[src/rtl/sgnt_pkg.sv]
// shared types, constants and helpers of the stereo gated nearest tracker
package sgnt_pkg;

    // coordinate width kept inside the tracker (low bits of each field)
    localparam int COORD_W = 16;
    // width of every coordinate field on the channels
    localparam int FIELD_W = 16;
    // squared distance: two squares summed
    localparam int SQ_W    = 2 * COORD_W + 1;
    // squared gate radius
    localparam int GSQ_W   = 2 * FIELD_W;
    // common width for the gate compare
    localparam int GCMP_W  = (SQ_W > GSQ_W) ? SQ_W : GSQ_W;
    // common width for the disparity compare
    localparam int DISP_W  = (COORD_W > FIELD_W) ? COORD_W : FIELD_W;
    localparam int CNT_W   = 8;
    localparam int CFG_IDX_W = 2;

    // register reset values
    localparam logic [FIELD_W-1:0] GATE_RST     = FIELD_W'(480);
    localparam logic [GSQ_W-1:0]   GATE_SQ_RST  = GSQ_W'(480 * 480);
    localparam logic [FIELD_W-1:0] MIN_DISP_RST = FIELD_W'(1600);
    localparam logic [FIELD_W-1:0] MAX_DISP_RST = FIELD_W'(14400);
    localparam logic [CNT_W-1:0]   LIMIT_RST    = CNT_W'(30);

    // configuration register indexes
    localparam logic [CFG_IDX_W-1:0] CFG_GATE     = 2'd0;
    localparam logic [CFG_IDX_W-1:0] CFG_MIN_DISP = 2'd1;
    localparam logic [CFG_IDX_W-1:0] CFG_MAX_DISP = 2'd2;
    localparam logic [CFG_IDX_W-1:0] CFG_LIMIT    = 2'd3;

    // request function codes
    typedef enum logic [1:0] {
        FUNC_POINT = 2'd0,
        FUNC_EOF   = 2'd1,
        FUNC_SET   = 2'd2
    } t_func;

    // result status codes
    typedef enum logic [1:0] {
        ST_ACCEPT = 2'd0,
        ST_MISS   = 2'd1,
        ST_REJECT = 2'd2
    } t_status;

    typedef logic [COORD_W-1:0] t_coord;

    typedef struct packed {
        logic [1:0]         func;
        logic               side;
        logic [FIELD_W-1:0] point_x;
        logic [FIELD_W-1:0] point_y;
    } t_req;

    typedef struct packed {
        logic [1:0]         status;
        logic               is_lost;
        logic [CNT_W-1:0]   miss_count;
        logic [FIELD_W-1:0] left_x;
        logic [FIELD_W-1:0] left_y;
        logic [FIELD_W-1:0] right_x;
        logic [FIELD_W-1:0] right_y;
    } t_res;

    // configuration as seen by the tracking logic
    typedef struct packed {
        logic [GSQ_W-1:0]   gate_sq;
        logic [FIELD_W-1:0] min_disp;
        logic [FIELD_W-1:0] max_disp;
        logic [CNT_W-1:0]   miss_limit;
    } t_cfg;

    // absolute difference of two coordinates
    function automatic t_coord abs_diff(input t_coord a, input t_coord b);
        abs_diff = (a >= b) ? (a - b) : (b - a);
    endfunction

endpackage

[src/rtl/sgnt_ifs.sv]
// channel interfaces: request, result and configuration write
interface sgnt_req_if;
    logic              valid;
    logic              ready;
    sgnt_pkg::t_req    data;
    modport source (output valid, output data, input ready);
    modport sink   (input valid, input data, output ready);
endinterface

interface sgnt_res_if;
    logic              valid;
    logic              ready;
    sgnt_pkg::t_res    data;
    modport source (output valid, output data, input ready);
    modport sink   (input valid, input data, output ready);
endinterface

interface sgnt_cfg_if;
    logic                               valid;
    logic                               ready;
    logic [sgnt_pkg::CFG_IDX_W-1:0]     index;
    logic [sgnt_pkg::FIELD_W-1:0]       wdata;
    modport source (output valid, output index, output wdata, input ready);
    modport sink   (input valid, input index, input wdata, output ready);
endinterface

[src/rtl/stereo_gated_nearest_tracker.sv]
// top level: request register, tracking core, configuration and result register
// Takes one request per clock. A request is captured in the input register and
// handled there: a detected point updates the nearest point of its
// side (two 16x16 squares and a 33-bit compare), a set-center request loads a
// center, and an end-of-frame request writes its result into the output
// register as it leaves the input register; o_res shows that register. Points
// and set-center requests keep flowing while a result waits; only an
// end-of-frame request waits in the input register while the previous result
// is still not taken. Configuration writes are always ready; a new gate radius
// takes effect once r_gate and then r_gate_sq have been registered.
module stereo_gated_nearest_tracker (
    input  logic       i_clk,
    input  logic       i_rst_n,
    sgnt_req_if.sink   i_req,
    sgnt_res_if.source o_res,
    sgnt_cfg_if.sink   i_cfg
);

    logic           r_in_valid;
    sgnt_pkg::t_req r_in;
    logic           r_out_valid;
    sgnt_pkg::t_res r_out;
    logic           advance;
    logic           core_res_valid;
    sgnt_pkg::t_res core_res;
    sgnt_pkg::t_cfg cfg;

    // configuration port
    assign i_cfg.ready = 1'b1;

    sgnt_cfg u_cfg (
        .i_clk   (i_clk),
        .i_rst_n (i_rst_n),
        .i_wr    (i_cfg.valid),
        .i_index (i_cfg.index),
        .i_wdata (i_cfg.wdata),
        .o_cfg   (cfg)
    );

    // a held request proceeds unless it is an end of frame facing a full output that is not being taken
    assign advance = r_in_valid
        && ((r_in.func != sgnt_pkg::FUNC_EOF) || !r_out_valid || o_res.ready);
    assign i_req.ready = !r_in_valid || advance;

    // input register
    always_ff @(posedge i_clk) begin
        if (!i_rst_n) begin
            r_in_valid <= 1'b0;
        end else if (i_req.valid && i_req.ready) begin
            r_in_valid <= 1'b1;
        end else if (advance) begin
            r_in_valid <= 1'b0;
        end
    end

    always_ff @(posedge i_clk) begin
        if (i_req.valid && i_req.ready) begin
            r_in <= i_req.data;
        end
    end

    sgnt_core u_core (
        .i_clk       (i_clk),
        .i_rst_n     (i_rst_n),
        .i_fire      (advance),
        .i_req       (r_in),
        .i_cfg       (cfg),
        .o_res_valid (core_res_valid),
        .o_res       (core_res)
    );

    // output register
    always_ff @(posedge i_clk) begin
        if (!i_rst_n) begin
            r_out_valid <= 1'b0;
        end else if (core_res_valid) begin
            r_out_valid <= 1'b1;
        end else if (o_res.ready) begin
            r_out_valid <= 1'b0;
        end
    end

    always_ff @(posedge i_clk) begin
        if (core_res_valid) begin
            r_out <= core_res;
        end
    end

    assign o_res.valid = r_out_valid;
    assign o_res.data  = r_out;

endmodule

[src/rtl/sgnt_cfg.sv]
// configuration registers with the squared gate radius kept alongside
module sgnt_cfg (
    input  logic                          i_clk,
    input  logic                          i_rst_n,
    input  logic                          i_wr,
    input  logic [sgnt_pkg::CFG_IDX_W-1:0] i_index,
    input  logic [sgnt_pkg::FIELD_W-1:0]  i_wdata,
    output sgnt_pkg::t_cfg                o_cfg
);

    logic [sgnt_pkg::FIELD_W-1:0] r_gate;
    logic [sgnt_pkg::GSQ_W-1:0]   r_gate_sq;
    logic [sgnt_pkg::FIELD_W-1:0] r_min_disp;
    logic [sgnt_pkg::FIELD_W-1:0] r_max_disp;
    logic [sgnt_pkg::CNT_W-1:0]   r_limit;
    logic [sgnt_pkg::GSQ_W-1:0]   n_gate_sq;

    // square of the radius, registered in the cycle after the write
    assign n_gate_sq = sgnt_pkg::GSQ_W'(r_gate) * sgnt_pkg::GSQ_W'(r_gate);

    // register writes
    always_ff @(posedge i_clk) begin
        if (!i_rst_n) begin
            r_gate     <= sgnt_pkg::GATE_RST;
            r_gate_sq  <= sgnt_pkg::GATE_SQ_RST;
            r_min_disp <= sgnt_pkg::MIN_DISP_RST;
            r_max_disp <= sgnt_pkg::MAX_DISP_RST;
            r_limit    <= sgnt_pkg::LIMIT_RST;
        end else begin
            r_gate_sq <= n_gate_sq;
            if (i_wr) begin
                case (i_index)
                    sgnt_pkg::CFG_GATE:     r_gate     <= i_wdata;
                    sgnt_pkg::CFG_MIN_DISP: r_min_disp <= i_wdata;
                    sgnt_pkg::CFG_MAX_DISP: r_max_disp <= i_wdata;
                    sgnt_pkg::CFG_LIMIT:    r_limit    <= i_wdata[sgnt_pkg::CNT_W-1:0];
                    default: ;
                endcase
            end
        end
    end

    assign o_cfg.gate_sq    = r_gate_sq;
    assign o_cfg.min_disp   = r_min_disp;
    assign o_cfg.max_disp   = r_max_disp;
    assign o_cfg.miss_limit = r_limit;

endmodule

[src/rtl/sgnt_core.sv]
// tracking state: per-side nearest search, set center and end-of-frame evaluation
module sgnt_core (
    input  logic           i_clk,
    input  logic           i_rst_n,
    input  logic           i_fire,
    input  sgnt_pkg::t_req i_req,
    input  sgnt_pkg::t_cfg i_cfg,
    output logic           o_res_valid,
    output sgnt_pkg::t_res o_res
);

    sgnt_pkg::t_coord             r_cx [2];
    sgnt_pkg::t_coord             r_cy [2];
    sgnt_pkg::t_coord             r_bx [2];
    sgnt_pkg::t_coord             r_by [2];
    logic [sgnt_pkg::SQ_W-1:0]    r_bd [2];
    logic [1:0]                   r_have;
    logic                         r_lost;
    logic [sgnt_pkg::CNT_W-1:0]   r_cnt;

    sgnt_pkg::t_coord             n_cx [2];
    sgnt_pkg::t_coord             n_cy [2];
    sgnt_pkg::t_coord             n_bx [2];
    sgnt_pkg::t_coord             n_by [2];
    logic [sgnt_pkg::SQ_W-1:0]    n_bd [2];
    logic [1:0]                   n_have;
    logic                         n_lost;
    logic [sgnt_pkg::CNT_W-1:0]   n_cnt;

    logic                         s;
    sgnt_pkg::t_coord             px;
    sgnt_pkg::t_coord             py;
    sgnt_pkg::t_coord             dx;
    sgnt_pkg::t_coord             dy;
    logic [2*sgnt_pkg::COORD_W-1:0] sqx;
    logic [2*sgnt_pkg::COORD_W-1:0] sqy;
    logic [sgnt_pkg::SQ_W-1:0]    sq_dist;
    logic [1:0]                   matched;
    logic [sgnt_pkg::DISP_W-1:0]  disp;
    logic [sgnt_pkg::CNT_W-1:0]   cnt_inc;
    logic [1:0]                   status;

    // coordinates keep their low bits only
    assign s  = i_req.side;
    assign px = sgnt_pkg::COORD_W'(i_req.point_x);
    assign py = sgnt_pkg::COORD_W'(i_req.point_y);

    // squared distance to the center of the tagged side
    assign dx      = sgnt_pkg::abs_diff(px, r_cx[s]);
    assign dy      = sgnt_pkg::abs_diff(py, r_cy[s]);
    assign sqx     = dx * dx;
    assign sqy     = dy * dy;
    assign sq_dist = sgnt_pkg::SQ_W'(sqx) + sgnt_pkg::SQ_W'(sqy);

    // gate test per side; a best point at the origin never matches
    always_comb begin
        for (int k = 0; k < 2; k++) begin
            matched[k] = r_have[k]
                && (sgnt_pkg::GCMP_W'(r_bd[k]) < sgnt_pkg::GCMP_W'(i_cfg.gate_sq))
                && !((r_bx[k] == '0) && (r_by[k] == '0));
        end
    end

    assign disp    = sgnt_pkg::DISP_W'(sgnt_pkg::abs_diff(r_bx[0], r_bx[1]));
    assign cnt_inc = r_cnt + sgnt_pkg::CNT_W'(1);

    // next state
    always_comb begin
        n_cx   = r_cx;
        n_cy   = r_cy;
        n_bx   = r_bx;
        n_by   = r_by;
        n_bd   = r_bd;
        n_have = r_have;
        n_lost = r_lost;
        n_cnt  = r_cnt;
        status = sgnt_pkg::ST_ACCEPT;
        if (i_fire) begin
            case (i_req.func)
                sgnt_pkg::FUNC_POINT: begin
                    if (!r_have[s] || (sq_dist < r_bd[s])) begin
                        n_bd[s]   = sq_dist;
                        n_bx[s]   = px;
                        n_by[s]   = py;
                        n_have[s] = 1'b1;
                    end
                end
                sgnt_pkg::FUNC_SET: begin
                    n_cx[s] = px;
                    n_cy[s] = py;
                    n_lost  = 1'b0;
                end
                sgnt_pkg::FUNC_EOF: begin
                    if (!(matched[0] && matched[1])) begin
                        status = sgnt_pkg::ST_MISS;
                        if (cnt_inc >= i_cfg.miss_limit) begin
                            n_cnt  = '0;
                            n_lost = 1'b1;
                        end else begin
                            n_cnt = cnt_inc;
                        end
                    end else if ((disp > sgnt_pkg::DISP_W'(i_cfg.min_disp))
                              && (disp < sgnt_pkg::DISP_W'(i_cfg.max_disp))) begin
                        status = sgnt_pkg::ST_ACCEPT;
                        n_cnt  = '0;
                        n_lost = 1'b0;
                        n_cx   = r_bx;
                        n_cy   = r_by;
                    end else begin
                        status = sgnt_pkg::ST_REJECT;
                    end
                    n_have = '0;
                end
                default: ;
            endcase
        end
    end

    // result of an end-of-frame request
    always_comb begin
        o_res_valid      = i_fire && (i_req.func == sgnt_pkg::FUNC_EOF);
        o_res.status     = status;
        o_res.is_lost    = n_lost;
        o_res.miss_count = n_cnt;
        o_res.left_x     = sgnt_pkg::FIELD_W'(n_cx[0]);
        o_res.left_y     = sgnt_pkg::FIELD_W'(n_cy[0]);
        o_res.right_x    = sgnt_pkg::FIELD_W'(n_cx[1]);
        o_res.right_y    = sgnt_pkg::FIELD_W'(n_cy[1]);
    end

    // state registers
    always_ff @(posedge i_clk) begin
        if (!i_rst_n) begin
            r_cx   <= '{default: '0};
            r_cy   <= '{default: '0};
            r_bx   <= '{default: '0};
            r_by   <= '{default: '0};
            r_bd   <= '{default: '0};
            r_have <= '0;
            r_lost <= 1'b0;
            r_cnt  <= '0;
        end else begin
            r_cx   <= n_cx;
            r_cy   <= n_cy;
            r_bx   <= n_bx;
            r_by   <= n_by;
            r_bd   <= n_bd;
            r_have <= n_have;
            r_lost <= n_lost;
            r_cnt  <= n_cnt;
        end
    end

endmodule

[src/flat_wrapper.sv]
// flat-port wrapper written by rule: the top's interface ports become plain ports
module stereo_gated_nearest_tracker_flat 
  (i_clk, i_rst_n, i_req_valid, i_req_data, i_req_ready, o_res_valid, o_res_data, o_res_ready, i_cfg_valid, i_cfg_index, i_cfg_wdata, i_cfg_ready);
  sgnt_req_if i_req_i ();
  sgnt_res_if o_res_i ();
  sgnt_cfg_if i_cfg_i ();
  input  logic i_clk;
  input  logic i_rst_n;
  input wire logic [$bits(i_req_i.valid)-1:0] i_req_valid;
  input wire logic [$bits(i_req_i.data)-1:0] i_req_data;
  output wire logic [$bits(i_req_i.ready)-1:0] i_req_ready;
  output wire logic [$bits(o_res_i.valid)-1:0] o_res_valid;
  output wire logic [$bits(o_res_i.data)-1:0] o_res_data;
  input wire logic [$bits(o_res_i.ready)-1:0] o_res_ready;
  input wire logic [$bits(i_cfg_i.valid)-1:0] i_cfg_valid;
  input wire logic [$bits(i_cfg_i.index)-1:0] i_cfg_index;
  input wire logic [$bits(i_cfg_i.wdata)-1:0] i_cfg_wdata;
  output wire logic [$bits(i_cfg_i.ready)-1:0] i_cfg_ready;
  assign i_req_i.valid = i_req_valid;
  assign i_req_i.data = i_req_data;
  assign i_req_ready = i_req_i.ready;
  assign o_res_valid = o_res_i.valid;
  assign o_res_data = o_res_i.data;
  assign o_res_i.ready = o_res_ready;
  assign i_cfg_i.valid = i_cfg_valid;
  assign i_cfg_i.index = i_cfg_index;
  assign i_cfg_i.wdata = i_cfg_wdata;
  assign i_cfg_ready = i_cfg_i.ready;
  stereo_gated_nearest_tracker u_core (.i_clk(i_clk), .i_rst_n(i_rst_n), .i_req(i_req_i), .o_res(o_res_i), .i_cfg(i_cfg_i));
endmodule
[config.mk]
export PLATFORM = sky130hd
export DESIGN_NAME = stereo_gated_nearest_tracker_flat
export DESIGN_NICKNAME = d
export VERILOG_FILES = /design/src/rtl/sgnt_pkg.sv /design/src/rtl/sgnt_ifs.sv /design/src/rtl/stereo_gated_nearest_tracker.sv /design/src/rtl/sgnt_cfg.sv /design/src/rtl/sgnt_core.sv /design/src/flat_wrapper.sv
export SDC_FILE = /design/constraint.sdc
export NUM_CORES = 2
export LEC_CHECK = 0
export ABC_CLOCK_PERIOD_IN_PS = 17500
export BUFFER_PORTS_ARGS = -buffer_cell sky130_fd_sc_hd__buf_2
export CAP_MARGIN = 20
export CORE_MARGIN = 5
export CORE_UTILIZATION = 29
export DETAILED_ROUTE_END_ITERATION = 8
export GPL_TIMING_DRIVEN = 0
export PLACE_DENSITY = 0.55
export SLEW_MARGIN = 10
export SYNTH_ARGS = -nofsm -noshare
export SYNTH_HDL_FRONTEND = slang
export SYNTH_SLANG_ARGS = --single-unit
[constraint.sdc]
create_clock -name i_clk -period 17.5 [get_ports i_clk]
set_input_delay 0.875 -clock i_clk [delete_from_list [all_inputs] [get_ports i_clk]]
set_output_delay 0.875 -clock i_clk [all_outputs]
set_load 0.01 [all_outputs]
==> results.sh <==
export IMPL_routed_via_density=4.77
export IMPL_root_buffer="clkbuf_16"
export IMPL_cts_sinks=404
export IMPL_synth_ff_type="dfxtp_1"
export IMPL_required_ns=17.94
export IMPL_drc=0
export IMPL_maxCapViolations=0
export IMPL_layout_cells_non_filler=7174
export IMPL_synth_area_leader_cell="fa_1"
export IMPL_hold_ws_ns=0.452
export IMPL_cp_max_fo=10
export IMPL_final_util_pct=32.2
export IMPL_clk_pin_slew_ns=0.07
export IMPL_hpwl_mm=115
export IMPL_ys_seq_area_share_pct=20.3
export IMPL_dieArea_sq_mm=0.164
export IMPL_pre_cts_ws_ns=0.454
export IMPL_ctsHtreeMaxLevel=2
export IMPL_maxSlewViolCount=0
export IMPL_syn_avg_cell_area_sq_um=9.26
export IMPL_grt_max_degree=45
export IMPL_setup_ws_ns=0.604
export IMPL_drive_above_1_share_pct=6.90
export IMPL_hold_end="u_core.r_in[25]"
export IMPL_drt_first_pass_iters=5
export IMPL_fill_cells=16183
export IMPL_coreArea_sq_mm=0.156
export IMPL_netlist_area_sq_mm=0.0453
export IMPL_endpoint_kind="flop"
export IMPL_layout_min_cycle_time_ns=16.90
export IMPL_die_h_microns=405
export IMPL_hold_viol=0
export IMPL_finalSetupViolations=0
export IMPL_vias=34186
export IMPL_tightest_slew_ns=1.16
export IMPL_ys_ff_latch=404
export IMPL_critPathMaxStageDelay_ns=0.71
export IMPL_area_delta_synth_final_pct=10.7
export IMPL_synthMostInstantiatedCell="inv_1"
export IMPL_cts_buffers=43
export IMPL_synth_edf_count=110
export IMPL_nets=6215
export IMPL_yosys_top_cells_count="inv_1, fa_1, ha_1"
export IMPL_critPathMostFrequentCell="fa_1"
export IMPL_yosysUniqueCellTypes=100
export IMPL_synth_top_area_share_pct=24.7
export IMPL_insertion_delay_ns=0.60
export IMPL_hold_path_startpoint="i_req_data[25]"
export IMPL_grt_pass1_wl_mm=211
export IMPL_antenna_found_initial=5
export IMPL_syn_nets=6028
export IMPL_async_flop_share_pct=0
export IMPL_io_pins=136
export IMPL_relSlewSlack_pct=22.3
export IMPL_overflow=0
export IMPL_totalWireLength_mm=137
export IMPL_start_util_pct=29.1
export IMPL_ff2ff_setup_slack_ns=0.60
export IMPL_grt_pass1_vias=35597
export IMPL_fin_skew_ns=0.0383
export IMPL_place_congestion=0.898
export IMPL_syn_inst=4893
export IMPL_hold_depth=1
export IMPL_dp_cells=7092
export IMPL_outcome="complete, no violations"
export IMPL_postCtsSetupRepairBufs=0
export IMPL_min_path_type="input pin to flop"
export IMPL_wire_per_inst_microns=19.1
export IMPL_rows=145
export IMPL_r2r_end="u_core.u_core.r_by[13]"
export IMPL_start_kind="flop"
export IMPL_critical_path_arrival_ns=17.34
export IMPL_die_width_microns=405
export IMPL_slowest_stage="clkbuf_1"
export IMPL_grt_util_all_layers_pct=16.6
export IMPL_period_share_pct=96.6
export IMPL_synthTopCellsByArea="fa_1, ha_1, dfxtp_1"
export IMPL_multi_input_area_sq_mm=0.0317
export IMPL_grt_setup_unrepaired="false"
export IMPL_ys_warn_count=0
export IMPL_cts_tree="done"
export IMPL_r2r_cells=54
export IMPL_io_buffers=132
export IMPL_drtAntennaViolNets=0
export IMPL_critical_path_class="flop to flop"
export IMPL_drt_initial_drc_count=2037
export IMPL_clock_fmax_mhz=59.2
export IMPL_seqCellArea_sq_mm=0.00919
export IMPL_timing_rr_start="u_core.r_in[32]"
export IMPL_clock_tree_buffer_depth=3
-- kinds of logic (layout without fill, tap and decap cells) --
group / Yosys count / in the layout / share of synthesized area (%)
muxes: 280 / 280 / 6.22
adders and majority gates: 1077 / 1077 / 39.0
xor gates and xnor gates: 114 / 114 / 2.34
and+or+nand+nor: 1218 / 1218 / 12.4
DFF: 404 / 404 / 20.3
AOI/OAI and AO/OA: 666 / 666 / 10.0
buffers and inverters: 1133 / 1354 / 9.73
other: 1 / 3 / 0.00828
-- final cells by class --
| type | count | area share [%] |
|---|---|---|
| inverter | 951 | 7.13 |
| buffer | 181 | 1.67 |
| antenna | 2 | 0.00998 |
| clock inverter | 25 | 0.439 |
| multi-input combinational | 3356 | 63.3 |
| sequential | 404 | 18.3 |
| clock buffer | 54 | 2.36 |
| timing repair buffer | 143 | 1.61 |
| tap | 2058 | 5.14 |
-- flip-flops by register name (all words and copies together) (netlist names), 31 cells and up --
register and flops:
u_core.o_res.data 75, u_core.u_core.r_cy 32, u_core.u_core.r_bd 66, u_core.u_core.r_cx 32
u_core.u_core.r_by 32, u_core.u_cfg.r_gate_sq 31, u_core.r_in 35, u_core.u_core.r_bx 32
-- layout by cell type, fill, tap and decap left out, types with 66 or more instances in the layout --
cell type | netlist | final
buf_2 | 38 | 170
o21ai_0 | 81 | 81
inv_1 | 941 | 940
a21o_1 | 86 | 86
edfxtp_1 | 110 | 110
dfxtp_1 | 294 | 294
mux2i_1 | 269 | 268
nor2_1 | 482 | 482
fa_1 | 559 | 559
nand2_1 | 329 | 329
a21oi_1 | 215 | 215
ha_1 | 518 | 518
clkbuf_1 | 114 | 121
xnor2_1 | 68 | 66
and2_1 | 124 | 123
-- critical path, delay by kind of cell, from the launching register on --
kind	cells	cell delay [ns]
adder cells (fa/ha/maj)	12	5.26
AO/OA/AOI/OAI	16	4.00
buffers and inverters	14	3.60
AND/OR/NAND/NOR	7	1.74
multiplexers	3	0.89
XOR/XNOR	2	0.87
flip-flops	1	0.32
-- repair_timing --
action / 4_1_cts / 5_1_grt
hold buffers: 0 / 0
gates resized for setup: 0 / 3
hold endpoints to repair: 0 / 0
setup endpoints to repair: 0 / 99
-- metal layers --
| layer | vias up | track usage (%) | part of all wire (%) |
|---|---|---|---|
| met4 | 0 | 5.53 | 3.6 |
| met1 | 17011 | 21.3 | 43 |
| met3 | 168 | 1.70 | 4.4 |
| li1 | 16248 | - | - |
| met2 | 759 | 29.0 | 49 |
| met5 | - | 0 | 0 |
-- how the worst max path moves through the flow --
stage,start,endpoint,slack (ns),cells after the start
after floorplan,u_core.r_in[32],u_core.u_core.r_bd[54],4.30,54
after global placement,u_core.r_in[32],u_core.u_core.r_bx[0],-0.20,50
after detailed placement,u_core.r_in[32],u_core.u_core.r_bx[0],0.45,51
after CTS,u_core.r_in[32],u_core.u_core.r_bx[4],0.20,51
after global routing,u_core.r_in[32],u_core.u_core.r_by[13],0.03,54
final,u_core.r_in[32],u_core.u_core.r_by[13],0.60,54
-- metrics by stage --
stage,cell area [sq um],TNS (ns)
3_5_place_dp,48700,0
4_1_cts,50100,0
3_3_place_gp,48500,-6.30
2_1_floorplan,45300,0
5_1_grt,50100,0
6_report,50100,0
Power is not shown: default switching activity piles up to over one toggle a cycle in this logic, so the estimate is an artifact.
